### config.mk
export PLATFORM = sky130hd
export DESIGN_NAME = range_wrap_saturate_counter_unit
export DESIGN_NICKNAME = d
export VERILOG_FILES = /design/src/hw/rtl/rwsc_pkg.sv /design/src/hw/rtl/rwsc_rem_serial.sv /design/src/hw/rtl/range_wrap_saturate_counter_unit.sv
export SDC_FILE = /design/constraint.sdc
export NUM_CORES = 2
export LEC_CHECK = 0
export BUFFER_PORTS_ARGS = -buffer_cell sky130_fd_sc_hd__buf_2
export CORE_MARGIN = 5
export CORE_UTILIZATION = 34
export DETAILED_ROUTE_END_ITERATION = 10
export PLACE_DENSITY = 0.47
export SYNTH_ARGS = -nofsm -noshare
export SYNTH_HDL_FRONTEND = slang
export SYNTH_SLANG_ARGS = --single-unit
### constraint.sdc
create_clock -name clk -period 14.75 [get_ports clk]
set_input_delay 1.475 -clock clk [delete_from_list [all_inputs] [get_ports clk]]
set_output_delay 1.475 -clock clk [all_outputs]
set_load 0.02 [all_outputs]
### src/hw/rtl/rwsc_pkg.sv
`default_nettype none

package rwsc_pkg;

  // count and register width
  localparam int CW = 32;
  // intermediate width: the sum of three count-wide terms and its distance to
  // the low bound fit here
  localparam int XW = CW + 3;
  // counter for the serial remainder, holds XW itself
  localparam int CNT_W = $clog2(XW + 1);

  localparam int IDX_W = 2;
  localparam logic [IDX_W-1:0] REG_RANGE_LOW  = IDX_W'(0);
  localparam logic [IDX_W-1:0] REG_RANGE_HIGH = IDX_W'(1);
  localparam logic [IDX_W-1:0] REG_LIMIT_MODE = IDX_W'(2);

  localparam logic MODE_WRAP     = 1'b0;
  localparam logic MODE_SATURATE = 1'b1;

endpackage

`default_nettype wire

### src/hw/rtl/rwsc_rem_serial.sv
`default_nettype none

// restoring remainder, one dividend bit per cycle, msb first
module rwsc_rem_serial import rwsc_pkg::*; (
  input  logic          clk,
  input  logic          rst,
  input  logic          start,
  input  logic [XW-1:0] dividend,
  input  logic [XW-1:0] divisor,
  output logic          done,
  output logic [XW-1:0] remainder
);

  logic [XW-1:0]    dvd;
  logic [XW-1:0]    dvs;
  logic [XW-1:0]    rem;
  logic [CNT_W-1:0] cnt;
  logic             running;
  logic [XW-1:0]    rem_shift;
  logic [XW:0]      diff;

  assign rem_shift = {rem[XW-2:0], dvd[XW-1]};
  assign diff      = {1'b0, rem_shift} - {1'b0, dvs};
  assign remainder = rem;

  always_ff @(posedge clk) begin
    if (rst) begin
      running <= 1'b0;
      done    <= 1'b0;
      cnt     <= '0;
    end else begin
      done <= 1'b0;
      if (start) begin
        running <= 1'b1;
        cnt     <= CNT_W'(XW);
      end else if (running) begin
        cnt <= cnt - CNT_W'(1);
        if (cnt == CNT_W'(1)) begin
          running <= 1'b0;
          done    <= 1'b1;
        end
      end
    end
  end

  always_ff @(posedge clk) begin
    if (start) begin
      dvd <= dividend;
      dvs <= divisor;
      rem <= '0;
    end else if (running) begin
      dvd <= {dvd[XW-2:0], 1'b0};
      // keep the shifted value when the divisor does not fit
      rem <= diff[XW] ? rem_shift : diff[XW-1:0];
    end
  end

  a_rem_below_divisor: assert property (@(posedge clk) disable iff (rst)
    done |-> (rem < dvs))
    else $error("remainder not below divisor");

  a_no_restart: assert property (@(posedge clk) disable iff (rst)
    start |-> !running)
    else $error("remainder unit started while busy");

  a_run_count: assert property (@(posedge clk) disable iff (rst)
    running |-> (cnt != '0))
    else $error("remainder unit running with empty count");

endmodule

`default_nettype wire

### src/hw/rtl/range_wrap_saturate_counter_unit.sv
`default_nettype none

// Signed up/down counter held inside a configured range [range_low, range_high].
// Input channel (in_valid / in_stall): one word carries the up, down and load
// flags with their amounts; a word is taken when in_valid is high and in_stall
// low. The block raises in_stall while it works on a word.
// Output channel (out_valid / out_stall): one word per input word, the new
// count. The result sits in an output register until taken, so a stalled
// receiver only holds up the next result, not the next input word.
// Config channel (cfg_valid / cfg_ready, cfg_index, cfg_data): index 0 low
// bound, 1 high bound, 2 mode (0 wrap, 1 saturate); cfg_ready is always high.
// From input to output register a word passes the clamp, up, down and range
// steps and then the done step; an empty range goes from the clamp step
// straight to done, and a wrap adds the divide, fix and add steps. The divide
// step runs the serial remainder unit, which takes one dividend bit per cycle
// over the 35-bit intermediate. The next input word is taken the cycle after
// the result enters the output register; no new word is taken before that.
// Reset clears the count to 0, the bounds to 0 and 10, the mode to wrap, and
// empties the output register.
module range_wrap_saturate_counter_unit import rwsc_pkg::*; (
  input  logic                  clk,
  input  logic                  rst,
  input  logic                  in_valid,
  output logic                  in_stall,
  input  logic                  up_flag,
  input  logic signed [CW-1:0]  up_amount,
  input  logic                  down_flag,
  input  logic signed [CW-1:0]  down_amount,
  input  logic                  load_flag,
  input  logic signed [CW-1:0]  load_value,
  output logic                  out_valid,
  input  logic                  out_stall,
  output logic signed [CW-1:0]  count_out,
  input  logic                  cfg_valid,
  output logic                  cfg_ready,
  input  logic [IDX_W-1:0]      cfg_index,
  input  logic [CW-1:0]         cfg_data
);

  typedef enum logic [8:0] {
    ST_IDLE  = 9'b000000001,
    ST_CLAMP = 9'b000000010,
    ST_UP    = 9'b000000100,
    ST_DOWN  = 9'b000001000,
    ST_RANGE = 9'b000010000,
    ST_DIV   = 9'b000100000,
    ST_FIX   = 9'b001000000,
    ST_ADD   = 9'b010000000,
    ST_DONE  = 9'b100000000
  } state_t;

  function automatic logic [XW-1:0] sext(input logic [CW-1:0] x);
    sext = {{(XW-CW){x[CW-1]}}, x};
  endfunction

  state_t        state;
  logic [CW-1:0] range_low;
  logic [CW-1:0] range_high;
  logic          limit_mode;
  logic [CW-1:0] count_value;

  logic          up_f;
  logic          down_f;
  logic          load_f;
  logic [CW-1:0] up_amt;
  logic [CW-1:0] down_amt;
  logic [CW-1:0] load_val;

  logic [XW-1:0] v;
  logic [XW-1:0] span;
  logic          neg;
  logic [XW-1:0] lo_x;
  logic [XW-1:0] hi_x;
  logic          v_above;
  logic          v_below;
  logic          out_free;
  logic          in_take;

  logic          div_start;
  logic          div_done;
  logic [XW-1:0] div_rem;
  logic [XW-1:0] div_dividend;

  assign lo_x      = sext(range_low);
  assign hi_x      = sext(range_high);
  assign v_above   = $signed(v) > $signed(hi_x);
  assign v_below   = $signed(v) < $signed(lo_x);
  assign out_free  = !out_valid || !out_stall;
  assign in_stall  = (state != ST_IDLE);
  assign in_take   = in_valid && !in_stall;
  assign cfg_ready = 1'b1;

  // distance to the low bound, as a magnitude
  assign div_dividend = v_below ? (lo_x - v) : (v - lo_x);
  assign div_start    = (state == ST_RANGE) && (limit_mode == MODE_WRAP) &&
                        (v_above || v_below);

  rwsc_rem_serial u_rem (
    .clk       (clk),
    .rst       (rst),
    .start     (div_start),
    .dividend  (div_dividend),
    .divisor   (span),
    .done      (div_done),
    .remainder (div_rem)
  );

  always_ff @(posedge clk) begin
    if (rst) begin
      range_low  <= '0;
      range_high <= CW'(10);
      limit_mode <= MODE_WRAP;
    end else if (cfg_valid && cfg_ready) begin
      unique case (cfg_index)
        REG_RANGE_LOW:  range_low  <= cfg_data;
        REG_RANGE_HIGH: range_high <= cfg_data;
        REG_LIMIT_MODE: limit_mode <= cfg_data[0];
        default: ;
      endcase
    end
  end

  always_ff @(posedge clk) begin
    if (in_take) begin
      up_f     <= up_flag;
      down_f   <= down_flag;
      load_f   <= load_flag;
      up_amt   <= up_amount;
      down_amt <= down_amount;
      load_val <= load_value;
    end
  end

  always_ff @(posedge clk) begin
    if (rst) begin
      state       <= ST_IDLE;
      count_value <= '0;
      out_valid   <= 1'b0;
    end else begin
      // a word posted in the done step replaces the one taken this cycle
      if (out_valid && !out_stall && (state != ST_DONE)) begin
        out_valid <= 1'b0;
      end
      unique case (state)
        ST_IDLE: begin
          if (in_take) begin
            state <= ST_CLAMP;
          end
        end
        ST_CLAMP: begin
          if ($signed(range_high) < $signed(range_low)) begin
            state <= ST_DONE;
          end else begin
            state <= ST_UP;
          end
        end
        ST_UP:    state <= ST_DOWN;
        ST_DOWN:  state <= ST_RANGE;
        ST_RANGE: begin
          if (div_start) begin
            state <= ST_DIV;
          end else begin
            state <= ST_DONE;
          end
        end
        ST_DIV: begin
          if (div_done) begin
            state <= ST_FIX;
          end
        end
        ST_FIX:   state <= ST_ADD;
        ST_ADD:   state <= ST_DONE;
        ST_DONE: begin
          if (out_free) begin
            count_value <= v[CW-1:0];
            out_valid   <= 1'b1;
            state       <= ST_IDLE;
          end
        end
        default:  state <= ST_IDLE;
      endcase
    end
  end

  always_ff @(posedge clk) begin
    if ((state == ST_DONE) && out_free) begin
      count_out <= v[CW-1:0];
    end
  end

  // datapath with the wide adds and compares of each step
  always_ff @(posedge clk) begin
    unique case (state)
      ST_CLAMP: begin
        span <= hi_x - lo_x + XW'(1);
        if ($signed(range_high) < $signed(range_low)) begin
          v <= lo_x;
        end else if ($signed(count_value) > $signed(range_high)) begin
          v <= hi_x;
        end else if ($signed(count_value) < $signed(range_low)) begin
          v <= lo_x;
        end else begin
          v <= sext(count_value);
        end
      end
      ST_UP: begin
        if (up_f) begin
          v <= v + sext(up_amt);
        end
      end
      ST_DOWN: begin
        if (load_f) begin
          v <= sext(load_val);
        end else if (down_f) begin
          v <= v - sext(down_amt);
        end
      end
      ST_RANGE: begin
        neg <= v_below;
        if (limit_mode == MODE_SATURATE) begin
          if (v_above) begin
            v <= hi_x;
          end else if (v_below) begin
            v <= lo_x;
          end
        end
      end
      ST_FIX: begin
        // below the range the offset counts back from the top
        if (neg && (div_rem != '0)) begin
          v <= span - div_rem;
        end else begin
          v <= div_rem;
        end
      end
      ST_ADD: begin
        v <= v + lo_x;
      end
      default: ;
    endcase
  end

  a_done_in_range: assert property (@(posedge clk) disable iff (rst)
    (state == ST_DONE) |->
      (($signed(v) >= $signed(lo_x)) && ($signed(v) <= $signed(hi_x))) ||
      (($signed(range_high) < $signed(range_low)) && (v == lo_x)))
    else $error("result outside configured range");

  a_take_starts: assert property (@(posedge clk) disable iff (rst)
    in_take |=> (state == ST_CLAMP))
    else $error("accepted word did not start processing");

  a_done_only_in_div: assert property (@(posedge clk) disable iff (rst)
    div_done |-> (state == ST_DIV))
    else $error("remainder finished outside the divide step");

  a_result_posted: assert property (@(posedge clk) disable iff (rst)
    ((state == ST_DONE) && out_free) |=> (out_valid && (state == ST_IDLE) &&
      (count_out == count_value)))
    else $error("result not posted to output register");

endmodule

`default_nettype wire

# After elaboration in Yosys (flattened, before gate mapping)

Index checks and enable logic that the tools add are counted.

Register bits: 422
Input port bits: 138
Output and inout bits: 35
Logic and storage cells: 115

$add $sub $neg: 10
$lt $le $gt $ge: 5
Eq/ne operators: 21
Multiplexer cells: 30
Bitwise logic cells: 2
Reductions and logical operators: 24

Operators by type and width:

| cell                    | number |
|---|---|
| $mux W35                | 14 |
| $pmux W35 S6            | 1 |
| $sub A35 B35 Y35        | 4 |
| $pmux W9 S9             | 1 |
| $add A35 B35 Y35        | 2 |
| $lt A32 B32 Y1          | 2 |
| $mux W9                 | 5 |
| $sub A35 B35 Y36        | 1 |
| $gt A35 B32 Y1          | 1 |
| $lt A35 B32 Y1          | 1 |
| $reduce_bool A35 Y1     | 1 |
| $add A33 B2 Y34 const B | 1 |
| $sub A32 B32 Y33        | 1 |
| $gt A32 B32 Y1          | 1 |
| $mux W6                 | 2 |
| $eq A9 B1 Y1 const B    | 1 |
| $eq A9 B2 Y1 const B    | 1 |
| $eq A9 B3 Y1 const B    | 1 |
| $eq A9 B4 Y1 const B    | 1 |
| $eq A9 B5 Y1 const B    | 1 |
| $eq A9 B6 Y1 const B    | 1 |
| $eq A9 B7 Y1 const B    | 1 |
| $eq A9 B8 Y1 const B    | 1 |
| $eq A9 B9 Y1 const B    | 1 |
| other kinds (22)        | 45 |

# Depth between registers and ports, before layout

Depth in word-level cells: 6
Gate-level depth with buffers: 22
Mapped depth without buffers: 20

# By module

Synthesis repeated with hierarchy kept, for this count alone.

Cell total of the unflattened synthesis: 3,705
Area, all modules: 33,004.2 µm²

By module, submodules not included:

| module                           | times used | cells an instance | area an instance (µm²) | sequential area each (µm²) |
|---|---|---|---|---|
| range_wrap_saturate_counter_unit | 1          | 3,071             | 26,511.7               | 8,177.8 |
| rwsc_rem_serial                  | 1          | 634               | 6,492.5                | 2,962.8 |

# Least setup slack after synthesis

Ideal clock, no wire load.

Kind: reg-to-reg
From: reg range_high[31]
To: reg v[0], enable pin
Library setup time: 0.616 ns
Arrival time: 8.235 ns
Data required time: 14.134 ns
Setup slack: 5.899 ns
Stages on the path, launching flop included: 13
Buffers on the path: 1
Period minus slack after synthesis: 8.851 ns
Cell sequence: dfxtp_1 > inv_1 > ha_1 > nand4_1 > or3_1 > nor2_1 > nor4b_1 > a221oi_1 > and3_1 > a211oi_1 > buf_2 > nor2_1 > a2111oi_0

Cells in the longest elaborated chain, start to end: 3

RTL lines:

| what                        | line                                    | source |
|---|---|---|
| from (decl)                 | range_wrap_saturate_counter_unit.sv:58  | `logic [CW-1:0] range_high;` |
| from (signal assigned)      | range_wrap_saturate_counter_unit.sv:116 | `REG_RANGE_HIGH: range_high <= cfg_data;` |
| $gt A35 B32 Y1              | range_wrap_saturate_counter_unit.sv:86  | `assign v_above = $signed(v) > $signed(hi_x);` |
| $ne A3 B3 Y1 (no line)      | -                                       |  |
| $reduce_and A5 Y1 (no line) | -                                       |  |
| to (signal assigned)        | range_wrap_saturate_counter_unit.sv:197 | `v <= lo_x;` |
| to (signal assigned)        | range_wrap_saturate_counter_unit.sv:199 | `v <= hi_x;` |
| to (signal assigned)        | range_wrap_saturate_counter_unit.sv:201 | `v <= lo_x;` |
| to (decl)                   | range_wrap_saturate_counter_unit.sv:69  | `logic [XW-1:0] v;` |

No other way between the ends.
A chain may end at the register's enable or synchronous reset.

# Final worst setup path

From: reg range_high[31]
To: reg u_rem.dvd[28], data pin

Cells in the longest elaborated chain, start to end: 4

RTL lines:

| what                 | line                                   | source |
|---|---|---|
| $gt A35 B32 Y1       | range_wrap_saturate_counter_unit.sv:86 |  |
| $logic_or A1 B1 Y1   | range_wrap_saturate_counter_unit.sv:96 | `(v_above \|\| v_below);` |
| $logic_and A1 B1 Y1  | range_wrap_saturate_counter_unit.sv:95 | `assign div_start = (state == ST_RANGE) && (limit_mode == MODE_WRAP) &&` |
| $mux W35             | rwsc_rem_serial.sv:47                  | `if (start) begin` |
| to (signal assigned) | rwsc_rem_serial.sv:48                  | `dvd <= dividend;` |
| to (signal assigned) | rwsc_rem_serial.sv:52                  | `dvd <= {dvd[XW-2:0], 1'b0};` |
| to (decl)            | rwsc_rem_serial.sv:14                  | `logic [XW-1:0] dvd;` |

No other way between the ends.

==> key figures <==
Worst setup path
  – Critical path capture point: u_rem.dvd[28]
  – RR Endpoint: u_rem.dvd[28]
  – Top Family by Delay on Critical Path: compound AO/OA/AOI/OAI gates
  – CP Data Arrival Time: ~6.2 ns
  – Worst path cell trace: inv_1 -> ha_1 -> nand4_1 -> or3_1 -> nor2_1 -> nor4b_1 -> a221oi_1 -> a21oi_1 -> a211oi_4 -> buf_4 -> o21ai_4 -> buf_4 -> o21ai_0
  – Crit path launch: range_high[31]
  – WS Path Type: flop to flop
  – Slowest-stage cell, CP: nor4b_1
  – Max stage delay on crit path: around 0.87 ns
  – Worst EP required: 15.07 ns
  – Most used cell, CP: buf_4
  – R2R cell count: 13
  – CP Max Fanout: 76
  – Worst reg-to-reg setup slack: between 8 and 9 ns
  – Crit path buf inv count: 3
  – Worst r2r src: range_high[31]
  – Crit. End Element: flop
  – Setup crit start kind: flop
  – Cell depth of the worst setup path: 13

Power and ir drop
  – Leakage: 15.3 nW
  – PwrDens: between 100 and 150 nW/um^2
  – Peak supply drop: between 0.09 and 0.1 mV
  – Power consumption: between 3 and 4 mW

Place
  – Area post-placement: between 30000 and 40000 sq um
  – Final Wtd Congestion: 0.968
  – Final HPWL from detailed placement: ~100000 um
  – Pre-CTS setup slack: 8.85 ns
  – Port Buf Inserts: around 170

Detailed routing
  – Final wirelength: around 130000 um
  – DR iter-0 viols: 2607
  – DR pass1 iterations: 6
  – Final ANT Viol Nets: 0
  – Routed wire per std cell: ~24 um
  – DRC: 0
  – Vias: 29600
  – Vias/cell: between 5 and 6

Clocking
  – CTS tree: yes
  – Cts hold-fix bufs: 0
  – Max clock buf depth: 3
  – # resized after CTS: 0
  – Worst-Skew Late Latency: about 0.66 ns
  – # Post-CTS Setup Buffers: 0
  – Htree depth: 2
  – CTS clk-pin slew, worst paths: ~0.07 ns
  – Sinks on Clock Net: 420
  – CTS root buffer: clkbuf_16
  – Number of CTS-inserted buffers: 53

GRT
  – Vias in the first global route: ~28000
  – Global route overflow: 0
  – Pin count of the biggest net entering global routing: 77
  – First-pass GRT wire length: between 150000 and 200000 um
  – Initial antenna violation count: 5
  – Gr usage total: a little under a quarter

Layout
  – Area occupied by multi-input gates: between 20000 and 25000 sq um
  – Synth-to-Final Area Change: 12.0%
  – # fillers: 9980
  – Most frequent cells in the layout: nand2_1, a21oi_1, ha_1, inv_1, o21ai_0
  – Fin area: roughly 37000 sq um
  – Nets: between 4000 and 5000
  – Most common cell after layout, fill and taps aside: nand2_1
  – Utilization after layout: 38.3%
  – Share of layout cells above drive strength 1: around 8.8%
  – Storage element area: approximately 11000 sq um

Synthesis
  – Post-Syn Area per Cell: 8.54 sq um
  – Yosys warning count: 0
  – Share of flip-flops with an asynchronous set or reset: 0%
  – Syn Inst Count: around 3900
  – Dominant synthesized flop cell: edfxtp_1
  – Cell variety after synth: 84
  – Post-synth EDFFs: 270
  – Sequential fraction of the synthesis area: between 30 and 40%
  – Synthesized Nets: ~4400
  – Synth Cell Area: roughly 33000 sq um
  – Synth Register Bits: between 400 and 500

Timing
  – RSZ-0062 raised after global routing: no
  – Final hold violation count: 0
  – Tcrit/Tclk final: between 40 and 50%
  – Worst-margin pin slew: 1.10 ns
  – Final slew viol count: 0
  – Fin Setup TNS: 0 ns
  – Slew margin rel.: 26.0%
  – Final setup fails: 0
  – Final Skew: 0.0571 ns
  – Highest Clock Rate: between 150 and 200 MHz
  – Min Tclk post-route: about 5.9 ns
  – Worst setup margin: just under 9 ns

Job
  – Total of max-cap violations: 0

Floorplan
  – Starting density of the core: between 30 and 40%
  – Die ar.: 103000 sq um
  – # rows: 114
  – Total core area: between 90000 and 100000 sq um
  – Die width: around 320 um
  – Top Ports: 173
  – Die height: about 320 um

Hold path
  – Hold Path Class: flop to flop
  – Min-Delay Startpoint: span[23]
  – Hold depth: 0

Outcome
  – Outcome: finished, final reports clean
==> registers in the layout, indices dropped and copies added (netlist names), 6 cells and up <==
register / flops
u_rem.remainder: 35
u_rem.dvd: 35
up_amt: 32
count_value: 32
u_rem.cnt: 6
load_val: 32
v: 35
u_rem.dvs: 34
span: 34
range_low: 32
state: 9
down_amt: 32
count_out: 32
range_high: 32
==> Yosys cell counts (19+ instances only) <==
| library cell | n | area share, % |
|---|---|---|
| nand2_1 | 472 | 5.4 |
| a21oi_1 | 436 | 6.6 |
| ha_1 | 373 | 14 |
| inv_1 | 316 | 3.6 |
| o21ai_0 | 297 | 4.5 |
| edfxtp_1 | 270 | 25 |
| nor2_1 | 229 | 2.6 |
| dfxtp_1 | 150 | 9.1 |
| clkbuf_1 | 140 | 1.6 |
| a21o_1 | 124 | 2.8 |
| xnor2_1 | 105 | 2.8 |
| xor2_1 | 63 | 1.7 |
| nand4_1 | 53 | 1.0 |
| nor3_1 | 50 | 0.76 |
| o21bai_1 | 47 | 1.1 |
| nand3_1 | 44 | 0.67 |
| o21a_1 | 39 | 0.89 |
| nor2b_1 | 38 | 0.72 |
| o211ai_1 | 36 | 0.82 |
| nand2b_1 | 32 | 0.61 |
| nor4_1 | 32 | 0.61 |
| mux2i_1 | 31 | 0.94 |
| a31oi_1 | 29 | 0.55 |
| a211oi_1 | 28 | 0.64 |
| o221ai_1 | 28 | 0.74 |
| and2_1 | 23 | 0.44 |
| fa_1 | 22 | 1.3 |
| o22ai_1 | 20 | 0.38 |
| o31ai_1 | 20 | 0.46 |
| a221oi_1 | 19 | 0.51 |
==> worst min-delay path by stage <==
stage | endpoint | slack, ns
after floorplan | u_rem.dvs[0] | 0.43
after global placement | u_rem.dvs[22] | 0.45
after detailed placement | u_rem.dvs[23] | 0.45
after CTS | u_rem.dvs[0] | 0.47
after global routing | u_rem.dvs[0] | 0.49
final | u_rem.dvs[23] | 0.46
==> worst reg2reg max path, stage by stage (launching register included) <==
cell,delay (ns)
dfxtp_1,0.57
inv_1,0.25
ha_1,0.41
nand4_1,0.11
or3_1,0.43
nor2_1,0.24
nor4b_1,0.87
a221oi_1,0.32
a21oi_1,0.34
a211oi_4,0.05
buf_4,0.30
o21ai_4,0.76
buf_4,0.74
o21ai_0,0.25
==> through the flow <==
stage / hold WS, ns / std cells
finish: 0.464 / 5282
global route: 0.486 / 5281
CTS: 0.466 / 5281
detailed placement: 0.454 / 5181
global placement: 0.447 / 5181
floorplan: 0.426 / 3856
==> where the power goes <==
part | internal (mW) | total (mW) | switching [mW]
logic | 0.409 | 1.10 | 0.689
clock network | 0.763 | 1.34 | 0.574
registers | 1.33 | 1.40 | 0.0735
==> final cells by class <==
cell class	instances	area share, %
flip-flops and latches	420	30.1
clock inverters	33	0.777
well taps	1276	4.33
clock buffers	67	3.99
diodes	1	0.00678
repair buffers	208	3.08
inverters	317	3.24
multi-input cells	2960	54.5
==> cells by family (layout without fill, tap and decap cells) <==
kind of cell	after synthesis	count (layout)	share of synthesized area [%]
AND/OR/NAND/NOR	1061	1061	14.8
multiplexers	36	36	1.11
other	1	2	0.0114
flip-flops	420	420	33.7
XOR/XNOR	168	168	4.47
adder cells (fa/ha/maj)	395	395	15.5
AO/OA/AOI/OAI	1299	1299	24.9
buffers and inverters	476	625	5.55
==> routing by layer <==
metal	track usage (%)	vias to the layer above	share of wire, %	routed length, um
met5	0	-	0.018	22
met2	36.4	997	43	54100
met3	3.78	171	6.9	8660
li1	-	14300	-	-
met1	34.0	14200	47	59100
met4	6.47	4	3.0	3800
No activity file was read; power rests on OpenSTA's default activity.
